--- config.mk ---
export PLATFORM = sky130hd
export DESIGN_NAME = chunk_peak_to_peak_note_extractor_unit
export DESIGN_NICKNAME = d
export VERILOG_FILES = /design/src/hw/rtl/cnp_pkg.sv /design/src/hw/rtl/cnp_front.sv /design/src/hw/rtl/cnp_fifo.sv /design/src/hw/rtl/cnp_back.sv /design/src/hw/rtl/chunk_peak_to_peak_note_extractor_unit.sv
export SDC_FILE = /design/constraint.sdc
export NUM_CORES = 1
export LEC_CHECK = 0
export BUFFER_PORTS_ARGS = -buffer_cell sky130_fd_sc_hd__buf_2
export CELL_PAD_IN_SITES_DETAIL_PLACEMENT = 1
export CELL_PAD_IN_SITES_GLOBAL_PLACEMENT = 1
export CORE_AREA = 4 4 214 237
export CTS_BUF_LIST = sky130_fd_sc_hd__clkbuf_2
export DETAILED_ROUTE_END_ITERATION = 10
export DIE_AREA = 0 0 218 241
export PLACE_DENSITY_LB_ADDON = 0.1
export SLEW_MARGIN = 40
export SYNTH_ARGS = -nofsm -noshare
export SYNTH_HDL_FRONTEND = slang
export SYNTH_HIERARCHICAL = 1
export SYNTH_SLANG_ARGS = --single-unit
--- constraint.sdc ---
create_clock -name clk -period 8.1 [get_ports clk]
set_clock_uncertainty 0.15 [all_clocks]
set_input_delay 0.405 -clock clk [delete_from_list [all_inputs] [get_ports clk]]
set_output_delay 0.405 -clock clk [all_outputs]
set_load 0.05 [all_outputs]
--- src/hw/rtl/cnp_pkg.sv ---
// Shared types and constants for the chunk peak-to-peak note extractor.
// No dependencies; every module of the block imports this package.
package cnp_pkg;

  localparam int unsigned MAX_CHUNK_DEF = 4096;

  localparam int unsigned RATE_W  = 20;
  localparam int unsigned THR_W   = 16;
  localparam int unsigned LEN_W   = 13;
  localparam int unsigned SAMP_W  = 16;
  localparam int unsigned NOTE_W  = 20;
  localparam int unsigned DUR_W   = 22;
  localparam int unsigned CFG_IDX_W = 2;

  localparam logic [RATE_W-1:0] RATE_RST = RATE_W'(44100);
  localparam logic [THR_W-1:0]  THR_RST  = THR_W'(100);
  localparam logic [LEN_W-1:0]  LEN_RST  = LEN_W'(1024);
  localparam logic              MODE_RST = 1'b1;

  // milliseconds per second, and the bits it needs as a multiplier operand
  localparam int unsigned MS_PER_S = 1000;
  localparam int unsigned MS_W     = 10;

  localparam logic [DUR_W-1:0] DUR_MAX = '1;

  // chunk jobs buffered between classifier and divider
  localparam int unsigned QUEUE_DEPTH = 4;

  typedef enum logic [CFG_IDX_W-1:0] {
    CFG_SAMPLE_RATE   = 2'd0,
    CFG_AMP_THRESHOLD = 2'd1,
    CFG_CHUNK_LENGTH  = 2'd2,
    CFG_SIXTEEN_BIT   = 2'd3
  } cfg_idx_t;

  typedef struct packed {
    logic [RATE_W-1:0] sample_rate;
    logic [THR_W-1:0]  amp_threshold;
    logic [LEN_W-1:0]  chunk_length;
    logic              sixteen_bit;
  } cfg_t;

endpackage

--- src/hw/rtl/cnp_front.sv ---
// Front end: decodes samples, tracks chunk min/max/count and queues closed chunks above the threshold.
// Depends on cnp_pkg.
module cnp_front import cnp_pkg::*; #(
  parameter int unsigned MAX_CHUNK = MAX_CHUNK_DEF,
  localparam int unsigned CNT_W = $clog2(MAX_CHUNK + 1)
) (
  input  logic              clk,
  input  logic              rst_n,
  input  cfg_t              cfg,
  input  logic              in_valid,
  output logic              in_stall,
  input  logic [SAMP_W-1:0] in_raw_sample,
  input  logic              in_end_of_stream,
  output logic              job_push,
  output logic [THR_W-1:0]  job_amp,
  output logic [CNT_W-1:0]  job_cnt,
  input  logic              job_full
);

  localparam int unsigned LW = (CNT_W > LEN_W) ? CNT_W : LEN_W;

  logic [CNT_W-1:0]         samples_r, samples_nxt;
  logic [CNT_W-1:0]         cnt_done_r;
  logic                     pend_r;
  logic signed [SAMP_W-1:0] max_r, min_r, max_nxt, min_nxt;
  logic signed [SAMP_W-1:0] samp;
  logic [CNT_W-1:0]         cnt_inc;
  logic [LW-1:0]            len_x, eff_len;
  logic                     accept, first, close;
  logic [SAMP_W:0]          diff;

  // 8-bit mode: byte minus 128 is the byte with its top bit flipped, sign-extended
  assign samp = cfg.sixteen_bit ? $signed(in_raw_sample)
                                : $signed({{8{~in_raw_sample[7]}}, ~in_raw_sample[7],
                                           in_raw_sample[6:0]});

  assign in_stall = pend_r && job_full;
  assign accept   = in_valid && !in_stall;
  assign first    = (samples_r == '0);
  assign cnt_inc  = samples_r + CNT_W'(1);

  assign len_x   = LW'(cfg.chunk_length);
  assign eff_len = (len_x == '0) ? LW'(1) :
                   (len_x > LW'(MAX_CHUNK)) ? LW'(MAX_CHUNK) : len_x;
  assign close   = in_end_of_stream || (LW'(cnt_inc) >= eff_len);

  assign max_nxt     = (first || samp > max_r) ? samp : max_r;
  assign min_nxt     = (first || samp < min_r) ? samp : min_r;
  assign samples_nxt = close ? '0 : cnt_inc;

  // extremes of a closed chunk stay put while it is pending; amplitude is taken then
  assign diff     = {max_r[SAMP_W-1], max_r} - {min_r[SAMP_W-1], min_r};
  assign job_amp  = diff[THR_W-1:0];
  assign job_cnt  = cnt_done_r;
  assign job_push = pend_r && !job_full && (job_amp > cfg.amp_threshold);

  always_ff @(posedge clk) begin
    if (!rst_n) begin
      samples_r <= '0;
      pend_r    <= 1'b0;
      max_r     <= '0;
      min_r     <= '0;
    end else if (accept) begin
      samples_r  <= samples_nxt;
      max_r      <= max_nxt;
      min_r      <= min_nxt;
      cnt_done_r <= cnt_inc;
      pend_r     <= close;
    end else if (pend_r && !job_full) begin
      pend_r <= 1'b0;
    end
  end

  a_count_bound: assert property (@(posedge clk) disable iff (!rst_n)
    samples_r < CNT_W'(MAX_CHUNK))
    else $error("chunk sample count out of range");

  a_close_held: assert property (@(posedge clk) disable iff (!rst_n)
    pend_r && job_full |=> pend_r && $stable(max_r) && $stable(min_r))
    else $error("closed chunk lost while queue full");

endmodule

--- src/hw/rtl/cnp_fifo.sv ---
// Small job queue between the chunk classifier and the divider.
// Depends on cnp_pkg for its default depth.
module cnp_fifo import cnp_pkg::*; #(
  parameter int unsigned W     = 8,
  parameter int unsigned DEPTH = QUEUE_DEPTH
) (
  input  logic         clk,
  input  logic         rst_n,
  input  logic         push,
  input  logic [W-1:0] push_data,
  output logic         full,
  input  logic         pop,
  output logic [W-1:0] pop_data,
  output logic         empty
);

  localparam int unsigned AW = $clog2(DEPTH);
  localparam int unsigned CW = $clog2(DEPTH + 1);

  logic [W-1:0]  mem_r [DEPTH];
  logic [AW-1:0] wr_ptr_r, rd_ptr_r;
  logic [CW-1:0] fill_r;

  assign full     = (fill_r == CW'(DEPTH));
  assign empty    = (fill_r == '0);
  assign pop_data = mem_r[rd_ptr_r];

  always_ff @(posedge clk) begin
    if (push) begin
      mem_r[wr_ptr_r] <= push_data;
    end
  end

  always_ff @(posedge clk) begin
    if (!rst_n) begin
      wr_ptr_r <= '0;
      rd_ptr_r <= '0;
      fill_r   <= '0;
    end else begin
      if (push) begin
        wr_ptr_r <= (wr_ptr_r == AW'(DEPTH - 1)) ? '0 : wr_ptr_r + AW'(1);
      end
      if (pop) begin
        rd_ptr_r <= (rd_ptr_r == AW'(DEPTH - 1)) ? '0 : rd_ptr_r + AW'(1);
      end
      if (push && !pop) begin
        fill_r <= fill_r + CW'(1);
      end else if (pop && !push) begin
        fill_r <= fill_r - CW'(1);
      end
    end
  end

  a_no_overflow: assert property (@(posedge clk) disable iff (!rst_n)
    !(push && full))
    else $error("job queue overflow");

  a_no_underflow: assert property (@(posedge clk) disable iff (!rst_n)
    !(pop && empty))
    else $error("job queue underflow");

endmodule

--- src/hw/rtl/cnp_back.sv ---
// Back end: one shared restoring divider computes note value and duration per chunk job,
// then holds the result in an output register. Depends on cnp_pkg.
module cnp_back import cnp_pkg::*; #(
  parameter int unsigned MAX_CHUNK = MAX_CHUNK_DEF,
  localparam int unsigned CNT_W = $clog2(MAX_CHUNK + 1)
) (
  input  logic              clk,
  input  logic              rst_n,
  input  cfg_t              cfg,
  input  logic              job_empty,
  output logic              job_pop,
  input  logic [THR_W-1:0]  job_amp,
  input  logic [CNT_W-1:0]  job_cnt,
  output logic              out_valid,
  input  logic              out_stall,
  output logic [NOTE_W-1:0] out_note_value,
  output logic [DUR_W-1:0]  out_duration_ms
);

  localparam int unsigned PROD_W = CNT_W + MS_W;
  localparam int unsigned NUM_W  = (PROD_W > RATE_W) ? PROD_W : RATE_W;
  localparam int unsigned STEP_W = $clog2(NUM_W + 1);
  localparam int unsigned QX_W   = NUM_W + DUR_W;

  typedef enum logic [1:0] {ST_IDLE, ST_NOTE, ST_DUR, ST_DONE} state_t;

  state_t              state_r;
  logic [NUM_W-1:0]    num_r;
  logic [RATE_W-1:0]   rem_r, dvs_r;
  logic [STEP_W-1:0]   step_r;
  logic [PROD_W-1:0]   prod_r;
  logic [NOTE_W-1:0]   note_r, out_note_r;
  logic [DUR_W-1:0]    dur_r, out_dur_r;
  logic                out_valid_r;

  logic [RATE_W:0]     shifted, trial;
  logic                ge;
  logic [RATE_W-1:0]   rem_step;
  logic [NUM_W-1:0]    num_step;
  logic [QX_W-1:0]     q_ext;
  logic [DUR_W-1:0]    dur_sat;
  logic                last_step, out_take;

  // one quotient bit per cycle; num_r shifts dividend out and quotient in
  assign shifted  = {rem_r, num_r[NUM_W-1]};
  assign trial    = shifted - {1'b0, dvs_r};
  assign ge       = !trial[RATE_W];
  assign rem_step = ge ? trial[RATE_W-1:0] : shifted[RATE_W-1:0];
  assign num_step = {num_r[NUM_W-2:0], ge};

  assign q_ext   = QX_W'(num_step);
  assign dur_sat = (|q_ext[QX_W-1:DUR_W]) ? DUR_MAX : q_ext[DUR_W-1:0];

  assign last_step = (step_r == STEP_W'(NUM_W - 1));
  assign out_take  = out_valid_r && !out_stall;
  assign job_pop   = (state_r == ST_IDLE) && !job_empty;

  assign out_valid       = out_valid_r;
  assign out_note_value  = out_note_r;
  assign out_duration_ms = out_dur_r;

  always_ff @(posedge clk) begin
    if (!rst_n) begin
      state_r     <= ST_IDLE;
      out_valid_r <= 1'b0;
    end else begin
      // in ST_DONE a taken word is replaced by the next one below
      if (out_take && state_r != ST_DONE) begin
        out_valid_r <= 1'b0;
      end
      unique case (state_r)
        ST_IDLE: begin
          if (!job_empty) begin
            prod_r <= PROD_W'(job_cnt) * PROD_W'(MS_PER_S);
            if (cfg.sample_rate == '0) begin
              note_r  <= '0;
              dur_r   <= DUR_MAX;
              state_r <= ST_DONE;
            end else begin
              num_r   <= NUM_W'(cfg.sample_rate);
              rem_r   <= '0;
              dvs_r   <= RATE_W'(job_amp);
              step_r  <= '0;
              state_r <= ST_NOTE;
            end
          end
        end
        ST_NOTE: begin
          if (last_step) begin
            note_r  <= num_step[NOTE_W-1:0];
            num_r   <= NUM_W'(prod_r);
            rem_r   <= '0;
            dvs_r   <= cfg.sample_rate;
            step_r  <= '0;
            state_r <= ST_DUR;
          end else begin
            num_r  <= num_step;
            rem_r  <= rem_step;
            step_r <= step_r + STEP_W'(1);
          end
        end
        ST_DUR: begin
          num_r  <= num_step;
          rem_r  <= rem_step;
          step_r <= step_r + STEP_W'(1);
          if (last_step) begin
            dur_r   <= dur_sat;
            state_r <= ST_DONE;
          end
        end
        ST_DONE: begin
          // hold until the output register is free
          if (!out_valid_r || out_take) begin
            out_note_r  <= note_r;
            out_dur_r   <= dur_r;
            out_valid_r <= 1'b1;
            state_r     <= ST_IDLE;
          end
        end
        default: state_r <= ST_IDLE;
      endcase
    end
  end

  a_step_bound: assert property (@(posedge clk) disable iff (!rst_n)
    (state_r == ST_NOTE || state_r == ST_DUR) |-> step_r < STEP_W'(NUM_W))
    else $error("divider step count out of range");

  a_done_drains: assert property (@(posedge clk) disable iff (!rst_n)
    state_r == ST_DONE && !out_valid_r |=> out_valid_r && state_r == ST_IDLE)
    else $error("finished result not moved to output register");

endmodule

--- src/hw/rtl/chunk_peak_to_peak_note_extractor_unit.sv ---
// Throughput: one sample per cycle; in_stall rises only while the 4-entry chunk queue is full.
// Each chunk result runs two divisions of an N-bit dividend, N = max(20, clog2(MAX_CHUNK+1)+10) (23 default).
// Closed chunks pass the job queue, both divisions (none if sample_rate is 0) and the output register.
// The divider is one shared restoring unit used for note value, then duration.
// Synchronous active-low reset loads register defaults and empties the chunk and queue.
module chunk_peak_to_peak_note_extractor_unit import cnp_pkg::*; #(
  parameter int unsigned MAX_CHUNK = MAX_CHUNK_DEF
) (
  input  logic                 clk,
  input  logic                 rst_n,
  input  logic                 cfg_we,
  input  logic [CFG_IDX_W-1:0] cfg_index,
  input  logic [RATE_W-1:0]    cfg_wdata,
  input  logic                 in_valid,
  output logic                 in_stall,
  input  logic [SAMP_W-1:0]    in_raw_sample,
  input  logic                 in_end_of_stream,
  output logic                 out_valid,
  input  logic                 out_stall,
  output logic [NOTE_W-1:0]    out_note_value,
  output logic [DUR_W-1:0]     out_duration_ms
);

  localparam int unsigned CNT_W = $clog2(MAX_CHUNK + 1);
  localparam int unsigned JOB_W = THR_W + CNT_W;

  cfg_t             cfg_r;
  logic             job_push, job_full, job_pop, job_empty;
  logic [THR_W-1:0] push_amp, pop_amp;
  logic [CNT_W-1:0] push_cnt, pop_cnt;

  always_ff @(posedge clk) begin
    if (!rst_n) begin
      cfg_r.sample_rate   <= RATE_RST;
      cfg_r.amp_threshold <= THR_RST;
      cfg_r.chunk_length  <= LEN_RST;
      cfg_r.sixteen_bit   <= MODE_RST;
    end else if (cfg_we) begin
      unique case (cfg_idx_t'(cfg_index))
        CFG_SAMPLE_RATE:   cfg_r.sample_rate   <= cfg_wdata;
        CFG_AMP_THRESHOLD: cfg_r.amp_threshold <= cfg_wdata[THR_W-1:0];
        CFG_CHUNK_LENGTH:  cfg_r.chunk_length  <= cfg_wdata[LEN_W-1:0];
        CFG_SIXTEEN_BIT:   cfg_r.sixteen_bit   <= cfg_wdata[0];
        default: ;
      endcase
    end
  end

  cnp_front #(.MAX_CHUNK(MAX_CHUNK)) u_front (
    .clk              (clk),
    .rst_n            (rst_n),
    .cfg              (cfg_r),
    .in_valid         (in_valid),
    .in_stall         (in_stall),
    .in_raw_sample    (in_raw_sample),
    .in_end_of_stream (in_end_of_stream),
    .job_push         (job_push),
    .job_amp          (push_amp),
    .job_cnt          (push_cnt),
    .job_full         (job_full)
  );

  cnp_fifo #(.W(JOB_W)) u_queue (
    .clk       (clk),
    .rst_n     (rst_n),
    .push      (job_push),
    .push_data ({push_amp, push_cnt}),
    .full      (job_full),
    .pop       (job_pop),
    .pop_data  ({pop_amp, pop_cnt}),
    .empty     (job_empty)
  );

  cnp_back #(.MAX_CHUNK(MAX_CHUNK)) u_back (
    .clk             (clk),
    .rst_n           (rst_n),
    .cfg             (cfg_r),
    .job_empty       (job_empty),
    .job_pop         (job_pop),
    .job_amp         (pop_amp),
    .job_cnt         (pop_cnt),
    .out_valid       (out_valid),
    .out_stall       (out_stall),
    .out_note_value  (out_note_value),
    .out_duration_ms (out_duration_ms)
  );

endmodule
==> flow_summary.yaml <==
job:
  drv_cap: 0
critical_path:
  crit_type: "reg2reg"
  r2r-end: "u_queue/fill_r[2]"
  r2r_cells: 20
  crit_path_end: "u_queue/fill_r[2]"
  crit_fanout: 7
  cp.required_ns: 8.97
  crit_path_start: "u_front/min_r[1]"
  end_kind: "flip-flop"
  r2r_slack_ns: 2.46
  cp.arrival_ns: 6.51
  cp-start-kind: "flip-flop"
  reg2reg_from: "u_front/min_r[1]"
clocking:
  cts_tree: "built"
  cts_made_buffers: 103
  cts_sinks: 409
  clk_pin_slew_ns: 0.12
  clockRootBuffer: "clkbuf_2"
  clk_latency_ns: 1.13
  cts_max_path_buffers: 3
  post_cts_buffers: 0
  htreeDepth: 3
sta:
  tightest_slew_ns: 0.857
  post-route-period-util_pct: 69.6
  fmax_mhz: 177
  fin_setup_tns_ns: 0
  slew_headroom_pct: 42.8
  rsz0062_at_grt: "no"
  worst_slack_ns: 2.46
  setup_violations: 0
  finalHoldViolations: 0
  min_period_ns: 5.64
  slew_violations: 0
cells_and_area:
  layout.nets: 2246
  multiInputGateArea_um2: 9460
  fill_cells: 5223
  area_growth_pct: 13.7
  final_cell_mix: "edfxtp_1, nand2_1, inv_1"
  drive_gt1_share_pct: 16.9
  final_common_cell: "edfxtp_1"
  design_area_um2: 24500
  seq_area_um2: 11200
route:
  via_per_inst: 5.23
  routed_wl_mm: 55.6
  antenna_left: 0
  vias: 14400
  drtIter0Drc: 718
  drc: 0
  wire_per_inst_um: 20.3
  dr.pass1.iters: 5
logic_synthesis:
  synth.area.top_cells: "edfxtp_1, dfxtp_1, ha_1, mux2i_1, fa_1"
  ys_seq_area_share_pct: 51.9
  synth_ff_type: "edfxtp_1"
  ys_ff_latch: 409
  synthCells: 1766
  avgSynthCellArea_um2: 12.2
  yosys_warnings: 6
  yosys.area.top_type_share_pct: 41.9
  synth-edff-count: 301
  yosysTopAreaCell: "edfxtp_1"
  netlist_area_um2: 21600
  syn-num-nets: 2012
  synthArstFlopShare_pct: 0
  synth_cell_types: 83
floorplan:
  row_count: 85
  die_w_um: 218
  die-area_um2: 52500
  ios: 88
  die_height_um: 241
  start_util_pct: 44.5
  coreArea_um2: 48500
placement:
  hpwl_mm: 40.3
  post_dp_cell_area_um2: 22700
  pre_cts_ws_ns: 2.47
  io_buffer_count: 87
  routabilityCongestion: 0.820
grt:
  antenna_found_initial: 1
  grt_pass1_wl_mm: 87.7
  first_global_vias: 15700
  grt_max_degree: 71
  grt_usage_pct: 21.5
  grt.overflow.total: 0
outcome:
  run_status: "complete, no violations"
worst_hold_path:
  worstHoldPathType: "in2reg"
-- stage by stage --
stage	instances	hold slack, ns	utilization (%)
3_5_place_dp	2459	0.256	46.7
5_1_grt	2742	0.0946	50.6
4_1_cts	2740	0.00832	50.6
3_3_place_gp	2458	0.254	46.7
2_1_floorplan	1766	0.250	-
6_report	2742	0.141	50.6
-- repair_timing --
item / 4_1_cts / 5_1_grt
setup endpoints to repair: 0 / 0
hold buffers: 87 / 0
endpoints found under the hold margin: 197 / 0
gates resized for setup: 0 / 0
-- layer usage --
metal,wire [um],vias up,GRT usage (%)
li1,-,6863,-
met1,23100,7121,25.1
met2,29300,291,40.2
met3,1980,78,3.50
met4,1290,0,7.24
met5,0,-,0
-- how the worst min path moves through the flow --
stage / start / to / slack (ns) / cells after the start
5_1_grt: rst_n / cfg_r[41] / 0.09 / 3
4_1_cts: cfg_we / cfg_r[41] / 0.008 / 4
3_3_place_gp: u_back/dur_r[18] / u_back/out_duration_ms[18] / 0.25 / 0
6_report: cfg_wdata[12] / cfg_r[26] / 0.14 / 4
3_5_place_dp: u_back/note_r[18] / u_back/out_note_value[18] / 0.26 / 0
2_1_floorplan: u_back/dur_r[0] / u_back/out_duration_ms[0] / 0.25 / 0
-- state kept, by name, indices dropped and copies added, names as in the netlist, 2 cells and up, named ones only --
signal                  flops
u_back/step_r               5
u_back/out_duration_ms     22
u_back/num_r               23
u_front/job_cnt            13
u_queue/fill_r              3
cfg_r                      50
u_back/dur_r               22
u_front/samples_r          13
u_queue/mem_r             116
u_front/min_r              16
u_queue/rd_ptr_r            2
u_back/rem_r               20
u_back/out_note_value      20
u_queue/wr_ptr_r            2
u_back/note_r              20
u_front/max_r              16
u_back/dvs_r               20
u_back/prod_r              20
u_back/state_r              2
-- layout make-up --
class                   count  share of cell area (%)
inverters                 166                    2.54
diodes                      1                  0.0102
clock inverters            37                   0.866
multi-input cells        1129                    38.5
flip-flops and latches    409                    45.6
well taps                 652                    3.32
clock buffers             157                    3.20
repair buffers            191                    5.90
-- cell usage after synthesis, types with 5 or more instances --
cell / count
dfxtp_1: 108
and2_0: 5
o21a_1: 12
nor2_1: 61
mux4_2: 28
o21ai_1: 16
nand2b_1: 31
nor2b_1: 31
mux2_2: 16
a221o_1: 17
a22o_1: 5
a21boi_1: 9
o21bai_1: 5
edfxtp_1: 301
and3_1: 6
or4_1: 5
o2111ai_1: 5
buf_6: 10
nor4_1: 10
o21ai_0: 18
nor3_1: 14
buf_4: 5
nand3_1: 43
fa_1: 45
mux2i_1: 96
a21oi_1: 64
xnor2_1: 43
inv_1: 166
a21o_1: 38
nand2_1: 170
and2_1: 49
clkbuf_1: 31
o211ai_1: 13
a31oi_1: 8
buf_2: 15
nand4_1: 13
xor2_1: 16
ha_1: 157
-- worst max-delay path, stage by stage (launching register included) --
cell,delay [ns]
dfxtp_1,0.38
inv_1,0.08
ha_1,0.26
nor2b_1,0.14
o211ai_1,0.21
a32oi_1,0.24
a221oi_1,0.47
a21oi_1,0.15
xnor2_1,0.67
ha_1,0.40
nand4_1,0.09
nor3_1,0.05
nor3b_1,0.36
o2111ai_1,0.18
nand3_1,0.34
ha_1,0.27
inv_1,0.08
fa_1,0.38
xor2_1,0.17
or3_1,0.30
a21boi_0,0.19
-- cell families after synthesis --
group                    after synthesis  synth area share [%]
AO/OA/AOI/OAI                        252                  8.20
XOR/XNOR                              60                  2.47
adder cells (fa/ha/maj)              202                  13.3
buffers and inverters                228                  4.56
flip-flops                           409                  51.9
multiplexers                         141                  8.33
AND/OR/NAND/NOR                      474                  11.3
Power is left out: the tool's default activity adds up to more than one toggle a clock period on the data nets, which glitch-free logic cannot reach.
